==> src/rtl/asbc_pkg.sv <==
`default_nettype none
// ----------------------------------------------------------------------------
// asbc_pkg
// Shared constants of the adaptive step budget controller.
// ----------------------------------------------------------------------------
package asbc_pkg;

   localparam int HISTORY_DEPTH_DEF = 8;
   localparam int STEP_BITS_DEF     = 24;
   localparam int TIME_BITS_DEF     = 40;

   // fraction bits of the time-per-step figure
   localparam int FRAC_BITS = 8;

   // weights in tenths: 1.1 over budget, 0.9 under budget
   localparam int K_OVER  = 11;
   localparam int K_UNDER = 9;
   localparam int K_DEN   = 10;

   localparam logic CMD_START = 1'b0;
   localparam logic CMD_END   = 1'b1;

endpackage
`default_nettype wire

==> src/rtl/asbc_hist_mem.sv <==
`default_nettype none
// ----------------------------------------------------------------------------
// asbc_hist_mem
// Run history ring: one write port, one read port, registered read data.
// ----------------------------------------------------------------------------
module asbc_hist_mem #(
   parameter int DEPTH = asbc_pkg::HISTORY_DEPTH_DEF,
   parameter int AW    = 3,
   parameter int WW    = 112
) (
   input  wire logic          clock,
   input  wire logic          wr_en,
   input  wire logic [AW-1:0] wr_addr,
   input  wire logic [WW-1:0] wr_data,
   input  wire logic          rd_en,
   input  wire logic [AW-1:0] rd_addr,
   output logic      [WW-1:0] rd_data
);

   logic [WW-1:0] mem_ff [DEPTH];
   logic [WW-1:0] rd_data_ff;

   always_ff @(posedge clock) begin
      if (wr_en) begin
         mem_ff[wr_addr] <= wr_data;
      end
   end

   always_ff @(posedge clock) begin
      if (rd_en) begin
         rd_data_ff <= mem_ff[rd_addr];
      end
   end

   assign rd_data = rd_data_ff;

endmodule
`default_nettype wire

==> src/rtl/asbc_divider.sv <==
`default_nettype none
// ----------------------------------------------------------------------------
// asbc_divider
// Restoring unsigned divider, one quotient bit per cycle; done pulses once.
// ----------------------------------------------------------------------------
module asbc_divider #(
   parameter int DW = 56
) (
   input  wire logic          clock,
   input  wire logic          reset,
   input  wire logic          start,
   input  wire logic [DW-1:0] dividend,
   input  wire logic [DW-1:0] divisor,
   output logic               done,
   output logic      [DW-1:0] quotient
);

   localparam int CW = $clog2(DW + 1);

   logic          busy_ff, busy_in;
   logic          done_ff, done_in;
   logic [CW-1:0] cnt_ff, cnt_in;
   logic [DW-1:0] rem_ff, rem_in;
   logic [DW-1:0] quo_ff, quo_in;
   logic [DW-1:0] dvs_ff, dvs_in;
   logic [DW:0]   shifted;
   logic          ge;

   always_comb begin
      shifted = {rem_ff, quo_ff[DW-1]};
      ge      = shifted >= {1'b0, dvs_ff};
      busy_in = busy_ff;
      done_in = 1'b0;
      cnt_in  = cnt_ff;
      rem_in  = rem_ff;
      quo_in  = quo_ff;
      dvs_in  = dvs_ff;
      if (start) begin
         busy_in = 1'b1;
         cnt_in  = '0;
         rem_in  = '0;
         quo_in  = dividend;
         dvs_in  = divisor;
      end else if (busy_ff) begin
         rem_in = ge ? DW'(shifted - {1'b0, dvs_ff}) : shifted[DW-1:0];
         quo_in = {quo_ff[DW-2:0], ge};
         cnt_in = cnt_ff + CW'(1);
         if (cnt_ff == CW'(DW - 1)) begin
            busy_in = 1'b0;
            done_in = 1'b1;
         end
      end
   end

   always_ff @(posedge clock) begin
      if (reset) begin
         busy_ff <= 1'b0;
         done_ff <= 1'b0;
      end else begin
         busy_ff <= busy_in;
         done_ff <= done_in;
      end
      cnt_ff <= cnt_in;
      rem_ff <= rem_in;
      quo_ff <= quo_in;
      dvs_ff <= dvs_in;
   end

   assign done     = done_ff;
   assign quotient = quo_ff;

endmodule
`default_nettype wire

==> src/rtl/adaptive_step_budget_controller.sv <==
`default_nettype none
// ----------------------------------------------------------------------------
// adaptive_step_budget_controller
// Picks the step count of the next run from the recorded run history and
// records measured runs in a ring.
// ----------------------------------------------------------------------------
//  channel | direction | signals
//  req     | in        | req_valid/req_ready, command, limit, desired, elapsed
//  rsp     | out       | rsp_valid/rsp_ready, step_count, ns_per_step_q8
//
// One transaction at a time. Run start with history: a walk of n history
// reads, then four serial divisions of DW bits (DW = 52 at defaults), three
// when the average time per step is zero. Run end: one division; none with a
// zero step count. Run start with empty history: no division. The shared
// bit-serial divider serves all of these. Synchronous reset clears control
// state only; the history memory holds no reset value and is read only below
// the fill count.
// The result sits in an output register, so a new request is taken while a
// finished result still waits for rsp_ready.
// ----------------------------------------------------------------------------
module adaptive_step_budget_controller #(
   parameter int HISTORY_DEPTH = asbc_pkg::HISTORY_DEPTH_DEF,
   parameter int STEP_BITS     = asbc_pkg::STEP_BITS_DEF,
   parameter int TIME_BITS     = asbc_pkg::TIME_BITS_DEF
) (
   input  wire logic                   clock,
   input  wire logic                   reset,
   input  wire logic                   req_valid,
   output logic                        req_ready,
   input  wire logic                   req_command,
   input  wire logic [TIME_BITS-1:0]   req_time_limit_ns,
   input  wire logic [STEP_BITS-1:0]   req_desired_steps,
   input  wire logic [TIME_BITS-1:0]   req_elapsed_ns,
   output logic                        rsp_valid,
   input  wire logic                   rsp_ready,
   output logic [STEP_BITS-1:0]        rsp_step_count,
   output logic [TIME_BITS+asbc_pkg::FRAC_BITS-1:0] rsp_ns_per_step_q8
);

   localparam int FB  = asbc_pkg::FRAC_BITS;
   localparam int PW  = TIME_BITS + FB;
   localparam int NB  = $clog2(HISTORY_DEPTH + 1);
   localparam int AW  = (HISTORY_DEPTH > 1) ? $clog2(HISTORY_DEPTH) : 1;
   localparam int EW  = (NB > 4) ? NB : 4;
   localparam int DW  = PW + EW;
   localparam int VW  = DW + 1;
   localparam int WW  = STEP_BITS + TIME_BITS + PW;
   localparam int SSW = STEP_BITS + NB;
   localparam int SEW = TIME_BITS + NB;
   localparam int SPW = PW + NB;

   localparam logic [3:0] ST_IDLE     = 4'd0;
   localparam logic [3:0] ST_END_DIV  = 4'd1;
   localparam logic [3:0] ST_END_WR   = 4'd2;
   localparam logic [3:0] ST_WALK     = 4'd3;
   localparam logic [3:0] ST_DIV_S    = 4'd4;
   localparam logic [3:0] ST_DIV_E    = 4'd5;
   localparam logic [3:0] ST_DIV_P    = 4'd6;
   localparam logic [3:0] ST_CORR_SET = 4'd7;
   localparam logic [3:0] ST_CORR_GO  = 4'd8;
   localparam logic [3:0] ST_CORR_DIV = 4'd9;
   localparam logic [3:0] ST_FINAL    = 4'd10;
   localparam logic [3:0] ST_DONE     = 4'd11;

   logic [3:0]           state_ff, state_in;
   logic [NB-1:0]        count_ff, count_in;
   logic [AW-1:0]        head_ff, head_in;
   logic [STEP_BITS-1:0] cur_ff, cur_in;
   logic [NB-1:0]        issue_ff, issue_in;
   logic                 pend_ff, pend_in;
   logic                 rsp_valid_ff, rsp_valid_in;

   logic [TIME_BITS-1:0] limit_ff, limit_in;
   logic [STEP_BITS-1:0] desired_ff, desired_in;
   logic [TIME_BITS-1:0] el_ff, el_in;
   logic [SSW-1:0]       sum_s_ff, sum_s_in;
   logic [SEW-1:0]       sum_e_ff, sum_e_in;
   logic [SPW-1:0]       sum_p_ff, sum_p_in;
   logic [STEP_BITS-1:0] avg_s_ff, avg_s_in;
   logic [TIME_BITS-1:0] avg_e_ff, avg_e_in;
   logic [PW-1:0]        avg_p_ff, avg_p_in;
   logic                 over_ff, over_in;
   logic                 under_ff, under_in;
   logic [DW-1:0]        num_ff, num_in;
   logic [DW-1:0]        den_ff, den_in;
   logic [DW-1:0]        corr_ff, corr_in;
   logic                 inf_ff, inf_in;
   logic [STEP_BITS-1:0] res_ff, res_in;
   logic [PW-1:0]        ps_ff, ps_in;
   logic [STEP_BITS-1:0] rsp_sc_ff, rsp_sc_in;
   logic [PW-1:0]        rsp_ps_ff, rsp_ps_in;

   logic                 div_start;
   logic [DW-1:0]        div_num, div_den;
   logic                 div_done;
   logic [DW-1:0]        div_q;

   logic                 mem_we, mem_re;
   logic [WW-1:0]        mem_rd;
   logic [STEP_BITS-1:0] rd_steps;
   logic [TIME_BITS-1:0] rd_el;
   logic [PW-1:0]        rd_ps;
   logic [TIME_BITS-1:0] mag;
   logic [VW-1:0]        v;

   assign rd_steps = mem_rd[WW-1 -: STEP_BITS];
   assign rd_el    = mem_rd[PW +: TIME_BITS];
   assign rd_ps    = mem_rd[PW-1:0];

   asbc_hist_mem #(
      .DEPTH (HISTORY_DEPTH),
      .AW    (AW),
      .WW    (WW)
   ) u_mem (
      .clock   (clock),
      .wr_en   (mem_we),
      .wr_addr (head_ff),
      .wr_data ({cur_ff, el_ff, ps_ff}),
      .rd_en   (mem_re),
      .rd_addr (issue_ff[AW-1:0]),
      .rd_data (mem_rd)
   );

   asbc_divider #(
      .DW (DW)
   ) u_div (
      .clock    (clock),
      .reset    (reset),
      .start    (div_start),
      .dividend (div_num),
      .divisor  (div_den),
      .done     (div_done),
      .quotient (div_q)
   );

   assign req_ready = (state_ff == ST_IDLE);

   always_comb begin
      state_in     = state_ff;
      count_in     = count_ff;
      head_in      = head_ff;
      cur_in       = cur_ff;
      issue_in     = issue_ff;
      pend_in      = 1'b0;
      rsp_valid_in = rsp_valid_ff & ~rsp_ready;
      limit_in     = limit_ff;
      desired_in   = desired_ff;
      el_in        = el_ff;
      sum_s_in     = sum_s_ff;
      sum_e_in     = sum_e_ff;
      sum_p_in     = sum_p_ff;
      avg_s_in     = avg_s_ff;
      avg_e_in     = avg_e_ff;
      avg_p_in     = avg_p_ff;
      over_in      = over_ff;
      under_in     = under_ff;
      num_in       = num_ff;
      den_in       = den_ff;
      corr_in      = corr_ff;
      inf_in       = inf_ff;
      res_in       = res_ff;
      ps_in        = ps_ff;
      rsp_sc_in    = rsp_sc_ff;
      rsp_ps_in    = rsp_ps_ff;
      div_start    = 1'b0;
      div_num      = DW'(sum_s_ff);
      div_den      = DW'(count_ff);
      mem_we       = 1'b0;
      mem_re       = 1'b0;
      mag          = over_ff ? (avg_e_ff - limit_ff) : (limit_ff - avg_e_ff);
      v            = '0;

      unique case (state_ff)
         ST_IDLE: begin
            if (req_valid) begin
               limit_in   = req_time_limit_ns;
               desired_in = req_desired_steps;
               el_in      = req_elapsed_ns;
               if (req_command == asbc_pkg::CMD_END) begin
                  if (cur_ff == '0) begin
                     ps_in    = '1;
                     state_in = ST_END_WR;
                  end else begin
                     div_start = 1'b1;
                     div_num   = DW'({req_elapsed_ns, {FB{1'b0}}});
                     div_den   = DW'(cur_ff);
                     state_in  = ST_END_DIV;
                  end
               end else if (count_ff == '0) begin
                  // empty history: fixed answer, no clamp
                  res_in   = STEP_BITS'(1);
                  cur_in   = STEP_BITS'(1);
                  ps_in    = '0;
                  state_in = ST_DONE;
               end else begin
                  issue_in = '0;
                  sum_s_in = '0;
                  sum_e_in = '0;
                  sum_p_in = '0;
                  state_in = ST_WALK;
               end
            end
         end
         ST_END_DIV: begin
            if (div_done) begin
               ps_in    = div_q[PW-1:0];
               state_in = ST_END_WR;
            end
         end
         ST_END_WR: begin
            mem_we   = 1'b1;
            head_in  = (head_ff == AW'(HISTORY_DEPTH - 1)) ? '0 : head_ff + AW'(1);
            count_in = (count_ff == NB'(HISTORY_DEPTH)) ? count_ff : count_ff + NB'(1);
            res_in   = cur_ff;
            state_in = ST_DONE;
         end
         ST_WALK: begin
            if (issue_ff != count_ff) begin
               mem_re   = 1'b1;
               pend_in  = 1'b1;
               issue_in = issue_ff + NB'(1);
            end
            if (pend_ff) begin
               sum_s_in = sum_s_ff + SSW'(rd_steps);
               sum_e_in = sum_e_ff + SEW'(rd_el);
               sum_p_in = sum_p_ff + SPW'(rd_ps);
            end else if (issue_ff == count_ff) begin
               div_start = 1'b1;
               state_in  = ST_DIV_S;
            end
         end
         ST_DIV_S: begin
            if (div_done) begin
               avg_s_in  = div_q[STEP_BITS-1:0];
               div_start = 1'b1;
               div_num   = DW'(sum_e_ff);
               state_in  = ST_DIV_E;
            end
         end
         ST_DIV_E: begin
            if (div_done) begin
               avg_e_in  = div_q[TIME_BITS-1:0];
               div_start = 1'b1;
               div_num   = DW'(sum_p_ff);
               state_in  = ST_DIV_P;
            end
         end
         ST_DIV_P: begin
            if (div_done) begin
               avg_p_in = div_q[PW-1:0];
               over_in  = avg_e_ff > limit_ff;
               under_in = avg_e_ff < limit_ff;
               state_in = ST_CORR_SET;
            end
         end
         ST_CORR_SET: begin
            // weighted numerator and tenfold denominator, constant multiplies
            num_in   = DW'({mag, {FB{1'b0}}}) *
                       (over_ff ? DW'(asbc_pkg::K_OVER) : DW'(asbc_pkg::K_UNDER));
            den_in   = DW'(avg_p_ff) * DW'(asbc_pkg::K_DEN);
            inf_in   = (avg_p_ff == '0);
            state_in = ST_CORR_GO;
         end
         ST_CORR_GO: begin
            if (inf_ff) begin
               corr_in  = '0;
               state_in = ST_FINAL;
            end else begin
               div_start = 1'b1;
               div_num   = num_ff;
               div_den   = den_ff;
               state_in  = ST_CORR_DIV;
            end
         end
         ST_CORR_DIV: begin
            if (div_done) begin
               corr_in  = div_q;
               state_in = ST_FINAL;
            end
         end
         ST_FINAL: begin
            if (inf_ff && over_ff) begin
               v = VW'(1);
            end else if (inf_ff && under_ff) begin
               v = VW'(desired_ff);
            end else if (over_ff) begin
               v = (corr_ff >= DW'(avg_s_ff)) ? VW'(1) : VW'(avg_s_ff) - VW'(corr_ff);
            end else begin
               v = VW'(avg_s_ff) + VW'(corr_ff);
               if (v == '0) begin
                  v = VW'(1);
               end
            end
            res_in   = (v > VW'(desired_ff)) ? desired_ff : v[STEP_BITS-1:0];
            cur_in   = res_in;
            ps_in    = '0;
            state_in = ST_DONE;
         end
         ST_DONE: begin
            if (!rsp_valid_ff || rsp_ready) begin
               rsp_valid_in = 1'b1;
               rsp_sc_in    = res_ff;
               rsp_ps_in    = ps_ff;
               state_in     = ST_IDLE;
            end
         end
         default: begin
            state_in = ST_IDLE;
         end
      endcase
   end

   always_ff @(posedge clock) begin
      if (reset) begin
         state_ff     <= ST_IDLE;
         count_ff     <= '0;
         head_ff      <= '0;
         cur_ff       <= STEP_BITS'(1);
         pend_ff      <= 1'b0;
         rsp_valid_ff <= 1'b0;
      end else begin
         state_ff     <= state_in;
         count_ff     <= count_in;
         head_ff      <= head_in;
         cur_ff       <= cur_in;
         pend_ff      <= pend_in;
         rsp_valid_ff <= rsp_valid_in;
      end
      issue_ff   <= issue_in;
      limit_ff   <= limit_in;
      desired_ff <= desired_in;
      el_ff      <= el_in;
      sum_s_ff   <= sum_s_in;
      sum_e_ff   <= sum_e_in;
      sum_p_ff   <= sum_p_in;
      avg_s_ff   <= avg_s_in;
      avg_e_ff   <= avg_e_in;
      avg_p_ff   <= avg_p_in;
      over_ff    <= over_in;
      under_ff   <= under_in;
      num_ff     <= num_in;
      den_ff     <= den_in;
      corr_ff    <= corr_in;
      inf_ff     <= inf_in;
      res_ff     <= res_in;
      ps_ff      <= ps_in;
      rsp_sc_ff  <= rsp_sc_in;
      rsp_ps_ff  <= rsp_ps_in;
   end

   assign rsp_valid          = rsp_valid_ff;
   assign rsp_step_count     = rsp_sc_ff;
   assign rsp_ns_per_step_q8 = rsp_ps_ff;

endmodule
`default_nettype wire

==> config.mk <==
export PLATFORM = sky130hd
export DESIGN_NAME = adaptive_step_budget_controller
export DESIGN_NICKNAME = d
export VERILOG_FILES = /design/src/rtl/asbc_pkg.sv /design/src/rtl/asbc_hist_mem.sv /design/src/rtl/asbc_divider.sv /design/src/rtl/adaptive_step_budget_controller.sv
export SDC_FILE = /design/constraint.sdc
export NUM_CORES = 2
export LEC_CHECK = 0
export ABC_CLOCK_PERIOD_IN_PS = 15450
export BUFFER_PORTS_ARGS = -buffer_cell sky130_fd_sc_hd__buf_2
export CORE_ASPECT_RATIO = 1.25
export CORE_UTILIZATION = 45
export CTS_CLUSTER_SIZE = 10
export DETAILED_ROUTE_END_ITERATION = 10
export SLEW_MARGIN = 0
export SYNTH_ARGS = -nofsm -noshare
export SYNTH_HDL_FRONTEND = slang
export SYNTH_HIERARCHICAL = 1
export SYNTH_SLANG_ARGS = --single-unit
==> constraint.sdc <==
create_clock -name clock -period 15.45 [get_ports clock]
set_input_delay 0.7725 -clock clock [delete_from_list [all_inputs] [get_ports clock]]
set_output_delay 0.7725 -clock clock [all_outputs]
set_load 0.01 [all_outputs]
==> impl_metrics.csv <==
group,metric,value,unit
floorplan,die_h,511,um
placement,placement.io_buffers,182,
timing,tightest_slew,1.17,ns
timing,hold_violations,0,
routing,postRouteWirelength,268000,um
timing,setup_total_negative_slack,0,ns
routing,drt_iter0_markers,6211,
routing,detailedRoute.firstPassIterationCount,10,
synthesis,synth_top_cells_by_area,"sky130_fd_sc_hd__edfxtp_1 56%, sky130_fd_sc_hd__ha_1 6.7%, sky130_fd_sc_hd__mux4_2 5.4%",
critical_path,critical_path_required,16.03,ns
floorplan,chipWidth,409,um
timing,timing.fmax,129,MHz
routing,vias,60415,
placement,post_detailed_placement_cell_area,97100,um2
critical_path,crit_path_top_delay_cell,"sky130_fd_sc_hd__nor3_2",
synthesis,synth.avg_cell_area,13.1,um2
floorplan,rows,186,
synthesis,postSynth.topFlopCell,"sky130_fd_sc_hd__edfxtp_1",
critical_path,critical_path.top_delay_family,"compound AO/OA/AOI/OAI gates",
synthesis,synth.largest_area_cell,"sky130_fd_sc_hd__edfxtp_1",
critical_path,start_kind,"register",
clocking,cts_buffers,207,
timing,rsz0062_at_grt,"false",
critical_path,cp_num_buf_inv,0,
synthesis,synthesis.nets,7780,
timing,setup_viol,0,
synthesis,synth_largest_type_area_fraction,56.3,%
synthesis,synth_simple_gate_area_share,8.61,%
pwr,power-per-cell-area,169,nW/um2
pwr,totalPowerFinal,17.4,mW
pwr,ir_worst_vdd,0.138,mV
synthesis,yosys.area_share.xor_xnor,3.01,%
global_routing,grt_max_degree,124,
finish,footprint_of_the_multi_input_gates,35800,um2
global_routing,first_global_vias,59198,
outcome,status,"complete, no violations",
finish,drive_above_1_share,13.0,%
routing,ant_nets,0,
critical_path,ff2ff_path_depth,25,
synthesis,number_of_synthesized_register_bits,1847,
finish,layout.core_utilization,50.2,%
routing,avgRoutedWirePerCell,26.3,um
placement,placed_wire_length_estimate_after_detailed_placement,182000,um
clocking,clk_latency,0.89,ns
synthesis,synth.lib_cells_used.distinct,107,
critical_path,critical_path_cell_count,25,
critical_path,rr_startpoint,"avg_s_ff[7]",
pwr,leakagePower,38.0,nW
synthesis,yosysWarningCount,6,
routing,ratio_of_routed_vias_to_standard_cells,5.94,
run,cap_viol_max_count,0,
critical_path,end_of_the_worst_register_to_register_path,"res_ff[21]",
synthesis,netlist_area_pre_place,93400,um2
synthesis,share_of_the_yosys_chip_area_belonging_to_registers,58.4,%
timing,max-slew-margin-rel,21.9,%
clocking,cts_max_level,4,
clocking,post_cts_resize_count,0,
floorplan,dieArea,209000,um2
floorplan,floorplan.initialDensity,45.4,%
timing,finClkSkew,0.0667,ns
clocking,clkTransAtPathRegs,0.06,ns
placement,finalWeightedCongestion,0.955,
worst_hold_path,hold_path.startpoint,"req_time_limit_ns[9]",
timing,maxSlewViolCount,0,
worst_hold_path,hold-path-endpoint,"limit_ff[9]",
critical_path,timing.critical_path.mode_cell,"sky130_fd_sc_hd__a21oi_1",
clocking,setup_fix_buffers_added_after_clock_tree_synthesis,0,
worst_hold_path,holdPathStages,1,
critical_path,critPathKind,"reg2reg",
synthesis,muxShareOfSynthArea,8.05,%
clocking,clock_tree.buffer_depth,3,
global_routing,grt_pass1_wl,392000,um
synthesis,post_syn_instances,7128,
critical_path,cp.arrival,8.33,ns
clocking,clock_tree_from_tritoncts,"done",
critical_path,regToRegSetupSlack,7.70,ns
clocking,clock_tree.root_cell,"sky130_fd_sc_hd__clkbuf_16",
routing,remaining_drc_errors,0,
worst_hold_path,worst_min_delay_path_category,"in2reg",
finish,storage_element_area,54500,um2
critical_path,critical_path.max_fanout,18,
critical_path,timing.critical_path.slowest_cell_delay,0.94,ns
synthesis,synth_top_family_by_area,"compound AO/OA/AOI/OAI gates",
finish,finish.net_count,7966,
global_routing,antenna_found_initial,46,
clocking,cts_sinks,1847,
critical_path,crit_path_end_kind,"register",
timing,fin_crit,7.75,ns
synthesis,synth-adder-area-share,7.65,%
global_routing,grt-ovfl-total,0,
global_routing,grt_use_total,25.3,%
synthesis,asyncSetResetFlopFracSynth,0,%
finish,design_area,103000,um2
finish,syn_to_final_growth,10.6,%
timing,layout_worst_path_cycle_share,50.2,%
finish,n_fill_cell,17724,
floorplan,core,206000,um2
synthesis,synth_compound_gate_area_share,10.9,%
synthesis,synth_enable_flop_cells,1750,
floorplan,ios,183,
## Yosys cell counts, types with 20 or more instances
| cell | instances |
|---|---|
| sky130_fd_sc_hd__nor4_1 | 47 |
| sky130_fd_sc_hd__mux2_2 | 116 |
| sky130_fd_sc_hd__a31oi_1 | 50 |
| sky130_fd_sc_hd__clkbuf_1 | 179 |
| sky130_fd_sc_hd__dfxtp_1 | 97 |
| sky130_fd_sc_hd__and3_1 | 40 |
| sky130_fd_sc_hd__o31ai_1 | 20 |
| sky130_fd_sc_hd__mux2_4 | 52 |
| sky130_fd_sc_hd__a22o_1 | 43 |
| sky130_fd_sc_hd__inv_1 | 488 |
| sky130_fd_sc_hd__o21ai_1 | 30 |
| sky130_fd_sc_hd__a211oi_1 | 44 |
| sky130_fd_sc_hd__or3_1 | 22 |
| sky130_fd_sc_hd__mux4_2 | 224 |
| sky130_fd_sc_hd__o21ai_0 | 229 |
| sky130_fd_sc_hd__nand2b_1 | 60 |
| sky130_fd_sc_hd__a311oi_1 | 46 |
| sky130_fd_sc_hd__ha_1 | 497 |
| sky130_fd_sc_hd__a21oi_1 | 457 |
| sky130_fd_sc_hd__xor2_1 | 114 |
| sky130_fd_sc_hd__nand2_1 | 543 |
| sky130_fd_sc_hd__nor2_1 | 436 |
| sky130_fd_sc_hd__o21a_1 | 56 |
| sky130_fd_sc_hd__a221o_1 | 36 |
| sky130_fd_sc_hd__o21bai_1 | 68 |
| sky130_fd_sc_hd__and2_1 | 150 |
| sky130_fd_sc_hd__nand4_1 | 71 |
| sky130_fd_sc_hd__a222oi_1 | 33 |
| sky130_fd_sc_hd__fa_1 | 46 |
| sky130_fd_sc_hd__edfxtp_1 | 1750 |
| sky130_fd_sc_hd__mux2i_1 | 34 |
| sky130_fd_sc_hd__nand3_1 | 92 |
| sky130_fd_sc_hd__a21o_1 | 169 |
| sky130_fd_sc_hd__buf_1 | 30 |
| sky130_fd_sc_hd__a22oi_1 | 22 |
| sky130_fd_sc_hd__buf_2 | 41 |
| sky130_fd_sc_hd__xnor2_1 | 207 |
| sky130_fd_sc_hd__nor2b_1 | 61 |
| sky130_fd_sc_hd__o211ai_1 | 28 |
| sky130_fd_sc_hd__nor3_1 | 98 |
## layout by cell type (no fill, tap or decap), types with 61 or more instances in the layout
cell,n
sky130_fd_sc_hd__edfxtp_1,1750
sky130_fd_sc_hd__nand2_1,542
sky130_fd_sc_hd__ha_1,497
sky130_fd_sc_hd__inv_1,486
sky130_fd_sc_hd__a21oi_1,457
sky130_fd_sc_hd__nor2_1,424
sky130_fd_sc_hd__o21ai_0,229
sky130_fd_sc_hd__mux4_2,224
sky130_fd_sc_hd__clkbuf_16,208
sky130_fd_sc_hd__xnor2_1,207
sky130_fd_sc_hd__buf_2,182
sky130_fd_sc_hd__a21o_1,169
sky130_fd_sc_hd__and2_1,150
sky130_fd_sc_hd__mux2_2,116
sky130_fd_sc_hd__xor2_1,114
sky130_fd_sc_hd__dfxtp_1,96
sky130_fd_sc_hd__nand3_1,91
sky130_fd_sc_hd__nor3_1,90
sky130_fd_sc_hd__clkbuf_1,76
sky130_fd_sc_hd__nand4_1,71
sky130_fd_sc_hd__o21bai_1,68
sky130_fd_sc_hd__buf_4,64
sky130_fd_sc_hd__nor2b_1,61
## worst reg2reg max path, delay by kind of cell, from the launching register on
family                     cells  cell delay, ns
and+or+nand+nor                6            2.44
AOI/OAI and AO/OA             17            3.84
DFF                            1            0.40
adders and majority gates      2            0.83
## metrics by stage
stage / hold slack, ns / cells / setup WS, ns
after floorplan: 0.400 / 7128 / 0.473
after CTS: 0.0153 / 10142 / 7.75
after detailed placement: 0.405 / 9827 / 7.76
after global placement: 0.403 / 9827 / 7.91
final: 0.0925 / 10177 / 7.70
after global routing: 0.0561 / 10145 / 7.22
## kinds of logic after synthesis
family	Yosys count
DFF	1847
and+or+nand+nor	1692
AOI/OAI and AO/OA	1521
buffers and inverters	774
adders and majority gates	543
muxes	430
xor gates and xnor gates	321
## flip-flops by register name (all words and copies together), names as in the netlist, 6 cells and up
name / count
u_mem/mem_ff: 896
u_mem/rd_data: 112
corr_ff: 52
sum_p_ff: 52
u_div/dvs_ff: 52
u_div/quotient: 52
u_div/rem_ff: 52
den_ff: 51
avg_p_ff: 48
ps_ff: 48
rsp_ns_per_step_q8: 48
num_ff: 44
sum_e_ff: 44
avg_e_ff: 40
el_ff: 40
limit_ff: 40
sum_s_ff: 28
avg_s_ff: 24
cur_ff: 24
desired_ff: 24
res_ff: 24
rsp_step_count: 24
u_div/cnt_ff: 6
## power breakdown
group	total [mW]	internal, mW	switching (mW)	leakage (nW)
sequential	7.54	6.55	0.989	16.6
combinational	5.36	2.12	3.24	18.5
clock	4.50	2.52	1.98	2.88
total	17.4	11.2	6.21	38.0
## what timing repair did
action,4_1_cts,5_1_grt
endpoints found under the hold margin,4,0
endpoints found under the setup margin,0,0
hold buffers,4,0
## cell type report
| cell class | instances | share of cell area [%] |
|---|---|---|
| flip-flops and latches | 1847 | 52.8 |
| multi-input cells | 4507 | 34.7 |
| clock buffers | 288 | 5.37 |
| well taps | 2726 | 3.30 |
| inverters | 496 | 1.81 |
| repair buffers | 255 | 1.48 |
| clock inverters | 23 | 0.470 |
| diodes | 35 | 0.0848 |
## metal layers
metal / routed length, um / up-vias / track usage [%] / share of wire (%)
met5: 96 / - / 0 / 0.036
met4: 11200 / 14 / 10.8 / 4.2
met3: 18900 / 456 / 3.92 / 7.1
met2: 123000 / 2260 / 39.5 / 46
met1: 114000 / 30446 / 35.0 / 43
li1: - / 27239 / - / -
## worst max-delay path by stage
stage                start     endpoint
2_1_floorplan  state_ff[0]  sum_e_ff[0]
5_1_grt        avg_s_ff[7]   res_ff[21]
3_3_place_gp   avg_s_ff[7]   res_ff[21]
6_report       avg_s_ff[7]   res_ff[21]
3_5_place_dp   avg_s_ff[7]   res_ff[21]
4_1_cts        avg_s_ff[7]   res_ff[21]
Power figures use the tool's default switching activity.
